**src/design/wbt_pkg.sv**
```systemverilog
// ---------------------------------------------------------------------------
// wbt_pkg
// Shared types, command codes and constants of the beacon timer / irq core.
// ---------------------------------------------------------------------------
package wbt_pkg;

    // Command codes carried by an input item
    typedef enum logic [3:0] {
        CMD_TICK       = 4'd0,
        CMD_ACK_FLAGS  = 4'd1,
        CMD_SET_FLAGS  = 4'd2,
        CMD_WR_ENABLE  = 4'd3,
        CMD_WR_US      = 4'd4,
        CMD_WR_BEACON  = 4'd5,
        CMD_WR_CMD_CNT = 4'd6,
        CMD_WR_POST    = 4'd7,
        CMD_FORCE_BCN  = 4'd8
    } t_cmd;

    // Configuration register indexes
    typedef enum logic [2:0] {
        REG_US_EN    = 3'd0,
        REG_CMP_EN   = 3'd1,
        REG_CC_EN    = 3'd2,
        REG_INTERVAL = 3'd3,
        REG_PRE      = 3'd4,
        REG_CMP      = 3'd5,
        REG_ARMED    = 3'd6
    } t_reg_idx;

    // Interrupt flag positions
    localparam int IRQ_PRE_BEACON  = 15;
    localparam int IRQ_BEACON      = 14;
    localparam int IRQ_POST_BEACON = 13;
    localparam int IRQ_CMD_COUNT   = 12;
    localparam int IRQ_TX_START    = 7;
    localparam int IRQ_TX_END      = 1;

    localparam logic [63:0] MS_STEP_US   = 64'h400;
    localparam logic [15:0] CMD_STEP     = 16'(1024 / 10);
    localparam logic [15:0] ALL_ONES     = 16'hFFFF;
    localparam logic [15:0] FLAG_MASK    = 16'hFBFF;   // bit 10 never settable
    localparam logic [63:0] CMP_MASK     = {48'hFFFF_FFFF_FFFF, 16'hFC00};

    typedef struct packed {
        logic        us_en;
        logic        cmp_en;
        logic        cc_en;
        logic [9:0]  interval;
        logic [15:0] pre;
        logic [63:0] cmp;
        logic        armed;
    } t_cfg;

    typedef struct packed {
        logic [63:0] us;
        logic [15:0] beacon;
        logic [15:0] post;
        logic [15:0] cmd_cnt;
        logic [15:0] pending;
        logic [15:0] enable;
    } t_state;

    typedef struct packed {
        logic [3:0]  cmd;
        logic [15:0] write_value;
        logic [15:0] write_mask;
        logic [1:0]  part_index;
    } t_item;

endpackage

```
**src/design/wbt_step.sv**
```systemverilog
// ---------------------------------------------------------------------------
// wbt_step
// Next-state logic for one command item: counters, flags and cpu pulse.
// ---------------------------------------------------------------------------
module wbt_step (
    input  wbt_pkg::t_cfg   i_cfg,
    input  wbt_pkg::t_state i_cur,
    input  wbt_pkg::t_item  i_item,
    output wbt_pkg::t_state o_nxt,
    output logic            o_pulse,
    output logic            o_tx
);

    always_comb begin
        logic [15:0] raised;
        logic [15:0] bc1;
        logic [63:0] us1;
        logic [15:0] vm;
        logic [15:0] m;
        logic        idle_irq;

        o_nxt    = i_cur;
        o_pulse  = 1'b0;
        o_tx     = 1'b0;
        raised   = '0;
        vm       = i_item.write_value & i_item.write_mask;
        m        = i_item.write_mask & wbt_pkg::FLAG_MASK;
        bc1      = i_cur.beacon - 16'd1;
        us1      = i_cur.us + wbt_pkg::MS_STEP_US;
        idle_irq = ((i_cur.enable & i_cur.pending) == 16'd0);

        unique case (wbt_pkg::t_cmd'(i_item.cmd))
            wbt_pkg::CMD_TICK: begin
                if (i_cfg.us_en) begin
                    o_nxt.beacon = bc1;
                    o_nxt.us     = us1;
                    if (i_cfg.cmp_en && (bc1 == i_cfg.pre)) begin
                        raised[wbt_pkg::IRQ_PRE_BEACON] = 1'b1;
                    end
                    if ((us1 == i_cfg.cmp) || (bc1 == 16'd0)) begin
                        o_nxt.beacon = 16'(i_cfg.interval);
                        if (i_cfg.cmp_en) begin
                            raised[wbt_pkg::IRQ_BEACON] = 1'b1;
                            o_nxt.post = wbt_pkg::ALL_ONES;
                            if (i_cfg.armed) begin
                                o_tx = 1'b1;
                                raised[wbt_pkg::IRQ_TX_START] = 1'b1;
                                raised[wbt_pkg::IRQ_TX_END]   = 1'b1;
                            end
                        end
                    end
                    // post-beacon countdown sees the reload above
                    if (o_nxt.post != 16'd0) begin
                        if (o_nxt.post == 16'd1) begin
                            raised[wbt_pkg::IRQ_POST_BEACON] = 1'b1;
                        end
                        o_nxt.post = o_nxt.post - 16'd1;
                    end
                end
                if (i_cfg.cc_en) begin
                    if (i_cur.cmd_cnt <= wbt_pkg::CMD_STEP) begin
                        o_nxt.cmd_cnt = 16'd0;
                        raised[wbt_pkg::IRQ_CMD_COUNT] = 1'b1;
                    end else begin
                        o_nxt.cmd_cnt = i_cur.cmd_cnt - wbt_pkg::CMD_STEP;
                    end
                end
                // first enabled raise with nothing enabled-pending gives the pulse
                o_nxt.pending = i_cur.pending | raised;
                o_pulse = idle_irq && ((i_cur.enable & raised) != 16'd0);
            end
            wbt_pkg::CMD_ACK_FLAGS: begin
                o_nxt.pending = i_cur.pending & ~vm;
            end
            wbt_pkg::CMD_SET_FLAGS: begin
                o_pulse = idle_irq && ((i_cur.enable & vm) != 16'd0);
                o_nxt.pending = i_cur.pending | (vm & wbt_pkg::FLAG_MASK);
            end
            wbt_pkg::CMD_WR_ENABLE: begin
                o_pulse = idle_irq && ((vm & i_cur.pending) != 16'd0);
                o_nxt.enable = (i_cur.enable & ~m) | (i_item.write_value & m);
            end
            wbt_pkg::CMD_WR_US: begin
                for (int k = 0; k < 4; k++) begin
                    if (i_item.part_index == 2'(k)) begin
                        o_nxt.us[k*16 +: 16] = (i_cur.us[k*16 +: 16] & ~i_item.write_mask)
                                               | vm;
                    end
                end
            end
            wbt_pkg::CMD_WR_BEACON: begin
                o_nxt.beacon = (i_cur.beacon & ~i_item.write_mask) | vm;
            end
            wbt_pkg::CMD_WR_CMD_CNT: begin
                o_nxt.cmd_cnt = (i_cur.cmd_cnt & ~i_item.write_mask) | vm;
            end
            wbt_pkg::CMD_WR_POST: begin
                o_nxt.post = (i_cur.post & ~i_item.write_mask) | vm;
            end
            wbt_pkg::CMD_FORCE_BCN: begin
                o_pulse = idle_irq && i_cur.enable[wbt_pkg::IRQ_BEACON];
                o_nxt.pending[wbt_pkg::IRQ_BEACON] = 1'b1;
                o_nxt.post = wbt_pkg::ALL_ONES;
            end
            default: begin
                // unused codes leave everything as is
            end
        endcase
    end

endmodule

```
**src/design/wlan_beacon_timer_irq_core.sv**
```systemverilog
// ---------------------------------------------------------------------------
// wlan_beacon_timer_irq_core
// Millisecond tick timer, beacon scheduler and interrupt flag unit.
// ---------------------------------------------------------------------------
//  channel | direction | handshake                 | payload
//  --------+-----------+---------------------------+-------------------------------
//  in      | input     | i_in_valid / o_in_ready   | cmd, write_value, mask, part
//  out     | output    | o_out_valid / i_out_ready | flags, pulses, counters
//  cfg     | input     | i_cfg_wr_en (no wait)     | i_cfg_index, i_cfg_data
//
//  From accept to result: an input register, then the next-state logic
//  (64-bit +1024 and compare) writes state and the result register.
//  One item per cycle sustained; the pipeline only holds when the result
//  register is full and not taken.
//  Reset (synchronous, active low) clears config, counters, flags and valids.
//  Config writes take effect at once; the user must issue them only while idle (not enforced here).
// ---------------------------------------------------------------------------
module wlan_beacon_timer_irq_core (
    input  logic        i_clk,
    input  logic        i_rst_n,
    // config write port
    input  logic        i_cfg_wr_en,
    input  logic [2:0]  i_cfg_index,
    input  logic [63:0] i_cfg_data,
    // input item channel
    input  logic        i_in_valid,
    output logic        o_in_ready,
    input  logic [3:0]  i_cmd,
    input  logic [15:0] i_write_value,
    input  logic [15:0] i_write_mask,
    input  logic [1:0]  i_part_index,
    // result item channel
    output logic        o_out_valid,
    input  logic        i_out_ready,
    output logic [15:0] o_irq_flags,
    output logic        o_cpu_irq,
    output logic        o_beacon_tx,
    output logic [15:0] o_beacon_count_out,
    output logic [15:0] o_post_beacon_out,
    output logic [15:0] o_cmd_count_out,
    output logic [63:0] o_us_count_out
);

    wbt_pkg::t_cfg   r_cfg;
    wbt_pkg::t_state r_state;
    wbt_pkg::t_state n_state;
    wbt_pkg::t_item  r_item;
    logic            r_in_valid;
    logic            r_out_valid;
    logic            n_pulse;
    logic            n_tx;
    logic            w_advance;

    // item in the input register moves on when the result register is free or being taken
    assign w_advance  = r_in_valid && (!r_out_valid || i_out_ready);
    assign o_in_ready = !r_in_valid || w_advance;

    wbt_step u_step (
        .i_cfg   (r_cfg),
        .i_cur   (r_state),
        .i_item  (r_item),
        .o_nxt   (n_state),
        .o_pulse (n_pulse),
        .o_tx    (n_tx)
    );

    // input register
    always_ff @(posedge i_clk) begin
        if (!i_rst_n) begin
            r_in_valid <= 1'b0;
        end else if (o_in_ready) begin
            r_in_valid <= i_in_valid;
        end
    end

    always_ff @(posedge i_clk) begin
        if (o_in_ready && i_in_valid) begin
            r_item.cmd         <= i_cmd;
            r_item.write_value <= i_write_value;
            r_item.write_mask  <= i_write_mask;
            r_item.part_index  <= i_part_index;
        end
    end

    // configuration registers
    always_ff @(posedge i_clk) begin
        if (!i_rst_n) begin
            r_cfg <= '0;
        end else if (i_cfg_wr_en) begin
            unique case (wbt_pkg::t_reg_idx'(i_cfg_index))
                wbt_pkg::REG_US_EN:    r_cfg.us_en    <= i_cfg_data[0];
                wbt_pkg::REG_CMP_EN:   r_cfg.cmp_en   <= i_cfg_data[0];
                wbt_pkg::REG_CC_EN:    r_cfg.cc_en    <= i_cfg_data[0];
                wbt_pkg::REG_INTERVAL: r_cfg.interval <= i_cfg_data[9:0];
                wbt_pkg::REG_PRE:      r_cfg.pre      <= i_cfg_data[15:0];
                wbt_pkg::REG_CMP:      r_cfg.cmp      <= i_cfg_data & wbt_pkg::CMP_MASK;
                wbt_pkg::REG_ARMED:    r_cfg.armed    <= i_cfg_data[0];
                default: begin
                end
            endcase
        end
    end

    // timer state; an interval write also reloads the beacon counter
    always_ff @(posedge i_clk) begin
        if (!i_rst_n) begin
            r_state <= '0;
        end else if (i_cfg_wr_en &&
                     (wbt_pkg::t_reg_idx'(i_cfg_index) == wbt_pkg::REG_INTERVAL)) begin
            r_state.beacon <= 16'(i_cfg_data[9:0]);
        end else if (w_advance) begin
            r_state <= n_state;
        end
    end

    // result register
    always_ff @(posedge i_clk) begin
        if (!i_rst_n) begin
            r_out_valid <= 1'b0;
        end else if (w_advance) begin
            r_out_valid <= 1'b1;
        end else if (i_out_ready) begin
            r_out_valid <= 1'b0;
        end
    end

    always_ff @(posedge i_clk) begin
        if (w_advance) begin
            o_irq_flags        <= n_state.pending;
            o_cpu_irq          <= n_pulse;
            o_beacon_tx        <= n_tx;
            o_beacon_count_out <= n_state.beacon;
            o_post_beacon_out  <= n_state.post;
            o_cmd_count_out    <= n_state.cmd_cnt;
            o_us_count_out     <= n_state.us;
        end
    end

    assign o_out_valid = r_out_valid;

endmodule
```
**config.mk**
```make
export PLATFORM = sky130hd
export DESIGN_NAME = wlan_beacon_timer_irq_core
export DESIGN_NICKNAME = d
export VERILOG_FILES = /design/src/design/wbt_pkg.sv /design/src/design/wbt_step.sv /design/src/design/wlan_beacon_timer_irq_core.sv
export SDC_FILE = /design/constraint.sdc
export NUM_CORES = 1
export LEC_CHECK = 0
export BUFFER_PORTS_ARGS = -buffer_cell sky130_fd_sc_hd__buf_2
export CORE_AREA = 2 2 238 240
export CTS_BUF_LIST = sky130_fd_sc_hd__clkbuf_8
export DETAILED_ROUTE_END_ITERATION = 8
export DIE_AREA = 0 0 240 242
export GPL_TIMING_DRIVEN = 0
export PLACE_DENSITY = 0.69
export SYNTH_ARGS = -nofsm -noshare
export SYNTH_HDL_FRONTEND = slang
export SYNTH_SLANG_ARGS = --single-unit
```
**constraint.sdc**
```tcl
create_clock -name i_clk -period 6.4 [get_ports i_clk]
set_clock_uncertainty 0.15 [all_clocks]
set_input_delay 0.96 -clock i_clk [delete_from_list [all_inputs] [get_ports i_clk]]
set_output_delay 0.96 -clock i_clk [all_outputs]
set_load 0.05 [all_outputs]
```
==> Yosys cells after proc, flatten, opt, wreduce, memory -nomap -nowiden <==
Cells that the tools add are included.
W data, S select, Z words.
{ "word_totals": {"regBits": 398, "input_bits": 110, "out_inout_bits": 132, "elab_cells": 156} }
{ "classes": {"magnitude_cmp": 1, "eq_ne": 20, "addsub": 4, "reduce_logical": 34, "n_mux": 40, "bitwise_logic": 30} }
{ "ops": {"columns": ["operator", "n"], "rows": [
  ["$and A16 B16 Y16", 15],
  ["$or A16 B16 Y16", 10],
  ["$mux W16", 9],
  ["$pmux W64 S2", 1],
  ["$mux W32", 3],
  ["$mux W96", 1],
  ["$mux W74", 1],
  ["$add A64 B11 Y64 const B", 1],
  ["$eq A64 B64 Y1", 1],
  ["$pmux W16 S2", 2],
  ["$reduce_bool A16 Y1", 4],
  ["$not A16 Y16", 3],
  ["$pmux W16 S3", 1],
  ["$pmux W14 S3", 1],
  ["$logic_not A16 Y1", 2],
  ["$sub A16 B1 Y16 const B", 2],
  ["$eq A16 B1 Y1 const B", 1],
  ["$eq A16 B16 Y1", 1],
  ["$eq A4 B3 Y1 const B", 4],
  ["$le A16 B7 Y1 const B", 1],
  ["$reduce_and A2 Y1", 8],
  ["$sub A16 B7 Y16 const B", 1],
  ["$mux W1", 15],
  ["$mux W10", 1],
  ["other kinds (21)", 40]
]} }

==> Logic depth before layout (Yosys ltp) <==
{ "depth": {"word_depth": 15, "depth_mapped": 19, "depth_no_buf": 18} }

==> Cells and area by module <==
From an unflattened synthesis, not the netlist that was laid out.
{ "hier_totals": {"hier_cells": 2646, "area_unflattened_um2": 23134.7} }
{ "modules_own_cells": {"columns": ["mod", "cells_each", "instances", "area_each_um2", "seq_area_each_um2"], "rows": [
  ["wlan_beacon_timer_irq_core", 1193, 1, 14264.9, 9649.3],
  ["wbt_step", 1453, 1, 8869.8, 0.0]
]} }

==> Least setup slack after synthesis <==
Ideal clock, no wire load.
{ "synth_timing": {"path_kind": "input to register", "from": "input port i_out_ready", "to": "register r_state[71] (netlist name)", "cell_stages": 7, "path_buffers": 2, "arrival_ns": 5.874, "path_slack_ns": 0.279, "cell_sequence": "nor2b_1 -> nand2b_1 -> clkbuf_1 -> inv_1 -> clkbuf_1 -> o22ai_1 -> o32ai_2"} }
{ "synth_between": {"elab_chain_len": 3} }
{ "synth_rtl": {"columns": ["item", "line_no", "rtl"], "rows": [
  ["from (decl)", "wlan_beacon_timer_irq_core.sv:34", "input logic i_out_ready,"],
  ["$logic_or A1 B1 Y1", "wlan_beacon_timer_irq_core.sv:55", "assign w_advance = r_in_valid && (!r_out_valid || i_out_ready);"],
  ["$logic_and A1 B1 Y1", "wlan_beacon_timer_irq_core.sv:55", null],
  ["net w_advance", "wlan_beacon_timer_irq_core.sv:52", "logic w_advance;"],
  ["$reduce_bool A2 Y1 (no source line)", null, null],
  ["to (signal assigned)", "wlan_beacon_timer_irq_core.sv:112", "r_state <= n_state;"],
  ["to (decl)", "wlan_beacon_timer_irq_core.sv:45", "wbt_pkg::t_state r_state;"]
]} }
The timed path passes the listed nets, and every way through them passes these cells.
A chain may end at the register's enable or synchronous reset.

==> flow_summary.yaml <==
sta:
  fin_crit_ns: 6.238
  slew_violations: 0
  rsz0062_at_grt: "false"
  max_clock_freq_mhz: 160.3
  hold_viol: 0
  setup_viol: 0
  slew_headroom_pct: 7.225
  period_share_pct: 97.47
  worst_slew_pin_slew_ns: 1.387
  setup_tns_ns: 0
routing:
  drt_wl_total_um: 95830
  via_per_inst: 6.086
  num_vias: 22890
  drtIter0Drc: 3431
  dr.pass1.iters: 9
  wl_per_cell_um: 25.48
  drc: 0
  antenna_left: 0
floorplanning:
  fp.dieH_um: 242
  io_pins: 242
  core_um2: 55730
  initial_utilization_pct: 39.39
  rows: 87
  fp.dieW_um: 240
  die-area_um2: 58080
worst_setup_path:
  start_kind: "register"
  crit_type: "register to register"
  r2r-start: "r_state[91]$_SDFFE_PN0P_"
  path_max_fanout: 10
  cp_data_arrival_time_ns: 6.49
  startpoint: "r_state[91]$_SDFFE_PN0P_"
  cp_data_required_time_ns: 6.65
  crit_path_end_kind: "register"
pwr:
  max-vdd-ir-drop_uv: 159.4
  p_leak_nw: 9.119
  p_int_w: 0.004295
  sw_frac_of_total_pct: 31.81
  power_frac_clock_pct: 37.6
  power_density_nw_per_um2: 245.5
  p_seq_share_pct: 45.0
  switchingPower_w: 0.002004
  combinationalPowerShare_pct: 17.3
clocking:
  cts_buffers: 69
  clk_path_buf_depth: 3
  h-tree-depth: 3
  cts.sinks: 397
  cts_tree: "yes"
  clock_latency_ns: 0.70
  clkSlewWorstSetupHoldPaths_ns: 0.06
  cts-root-buf: "clkbuf_8"
  ctsHoldBuffers: 0
run:
  max_cap_violations: 0
grt:
  grt_pass1_vias: 20900
  use_met2_pct: 45.45
  busiest_layer: "met2"
  use_met3_pct: 8.033
  grt_pass1_wl_um: 137700
  gr-usage-met1_pct: 43.02
  grt_overflow: 0
  grt_max_degree: 64
  antenna_found_initial: 2
  gr-usage-all-layers_pct: 32.03
yosys:
  synth-edff-count: 168
  ys_seq_area_share_pct: 43.86
  synth_top_cell_by_area: "edfxtp_1"
  synth.distinct_cells: 90
  syn-mean-instance-area_um2: 8.351
  synth_top_flop_cell: "dfxtp_1"
  synth_area_leaders: "edfxtp_1 23%, dfxtp_1 21%, nand2_1 6.9%"
  yosysWarningCount: 0
  synth_async_sr_flop_share_pct: 0
  netlist.area_leader.share_pct: 22.98
  synth.most_common_cell: "nand2_1"
  syn_area_um2: 21950
  synth_top_cells_by_count: "401 x nand2_1, 272 x nor2_1, 247 x a21oi_1"
  syn_inst: 2629
  ys_seq_elements: 397
  syn-num-nets: 2746
placed_design:
  placed_area_um2: 24170
  dp_hpwl_um: 69260
  gp_congestion: 1.017
  placedCellCount: 3627
  io_buffers: 239
status:
  outcome: "completed"
layout:
  final_cells: 3761
  fin_util_pct: 46.03
  nNetsFinal: 3063
  fin_area_um2: 25650
  area_growth_pct: 16.85
  drive_above_1_share_pct: 14.69
  fillers: 5624
min_path:
  hold_class: "input port to register"
  worstHoldStart: "i_write_value[9]"
layout by cell type (no fill, tap or decap), types with 73 or more instances in the layout:
cell / n
nand2_1: 401
a21oi_1: 246
xnor2_1: 99
clkbuf_8: 73
clkbuf_1: 167
nor3_1: 108
edfxtp_1: 168
buf_2: 270
nor2_1: 272
dfxtp_1: 229
o21ai_0: 155
path summary, 6_finish.rpt:
path / end / slack, ns / cells past startpoint
min: r_item[27]$_DFFE_PP_ / 0.28 / 1
min reg2reg: r_cfg[86]$_SDFFE_PN0P_ / 0.32 / 2
max: o_post_beacon_out[14]$_DFFE_PP_ / 0.16 / 18
max reg2reg: o_post_beacon_out[14]$_DFFE_PP_ / 0.16 / 18
layout make-up:
| cell class | count | area (um^2) | area share [%] |
|---|---|---|---|
| clock buffer | 73 | 1005 | 3.916 |
| timing repair buffer | 246 | 1291 | 5.033 |
| clock inverter | 55 | 386.6 | 1.507 |
| multi-input combinational | 1969 | 11310 | 44.08 |
| antenna | 2 | 5.005 | 0.01951 |
| tap | 756 | 945.9 | 3.687 |
| buffer | 221 | 925.9 | 3.609 |
| sequential | 397 | 9629 | 37.53 |
| inverter | 42 | 157.7 | 0.6145 |
what timing repair did:
action | CTS | global route
pin swaps | 1 | 1
gates resized for setup | 4 | 7
endpoints found under the setup margin | 23 | 9
cloned | 0 | 0
buffers inserted | 2 | 1
power groups by stage:
stage	Combinational, W	Clock, W	Sequential (W)
finish	0.00109	0.00237	0.00284
global route	0.00114	0.00252	0.00284
CTS	0.00105	0.00241	0.00283
detailed placement	0.00105	0	0.00289
global placement	0.00104	0	0.00290
floorplan	0.000532	0	0.00302
sequential cells by signal, summed over array words and instances, names as in the netlist, named ones only:
register / flops
o_beacon_count_out: 16
o_beacon_tx: 1
o_cmd_count_out: 16
o_cpu_irq: 1
o_irq_flags: 16
o_out_valid: 1
o_post_beacon_out: 16
o_us_count_out: 64
r_cfg: 84
r_in_valid: 1
r_item: 38
r_state: 128
cells by family (layout without fill, tap and decap cells):
| group | Yosys count | in the layout | share of synthesized area [%] |
|---|---|---|---|
| AOI/OAI and AO/OA | 670 | 670 | 19.39 |
| xor gates and xnor gates | 157 | 157 | 6.263 |
| adders and majority gates | 7 | 7 | 0.3989 |
| buffers and inverters | 263 | 637 | 4.918 |
| DFF | 397 | 397 | 43.86 |
| muxes | 29 | 29 | 1.408 |
| other | 0 | 2 | 0 |
| and+or+nand+nor | 1106 | 1106 | 23.76 |
routing by layer:
metal  wire length (um)  vias up
li1                   -    10130
met1              37600    10760
met2              39460     1631
met3              11850      366
met4               6902        2
met5                  7        -
critical path, stage by stage, from the launching register on:
cell and delay, ns:
dfxtp_1 0.49, ha_2 0.33, nand3_2 0.27, nor3_2 0.61, nand3b_1 0.14, a211oi_1 0.49, o2111ai_1 0.38, or4_1 0.67
o41ai_4 0.22, buf_4 0.20, and2_2 0.21, nor2_1 0.09, ha_1 0.24, a31oi_2 0.26, nand2_1 0.17, a2111oi_2 0.39
xnor2_1 0.11, a221oi_1 0.36, nor2_1 0.13
per-stage QoR:
stage	power (W)	setup slack [ns]	hold slack, ns
global placement	0.003936	-2.203	0.2941
finish	0.006298	0.1618	0.2845
floorplan	0.003549	0.2792	0.2829
CTS	0.006293	0.09999	0.2415
global route	0.006503	0.02498	0.2706
detailed placement	0.003933	-0.5658	0.2993
No activity file was read; power rests on OpenSTA's default activity.
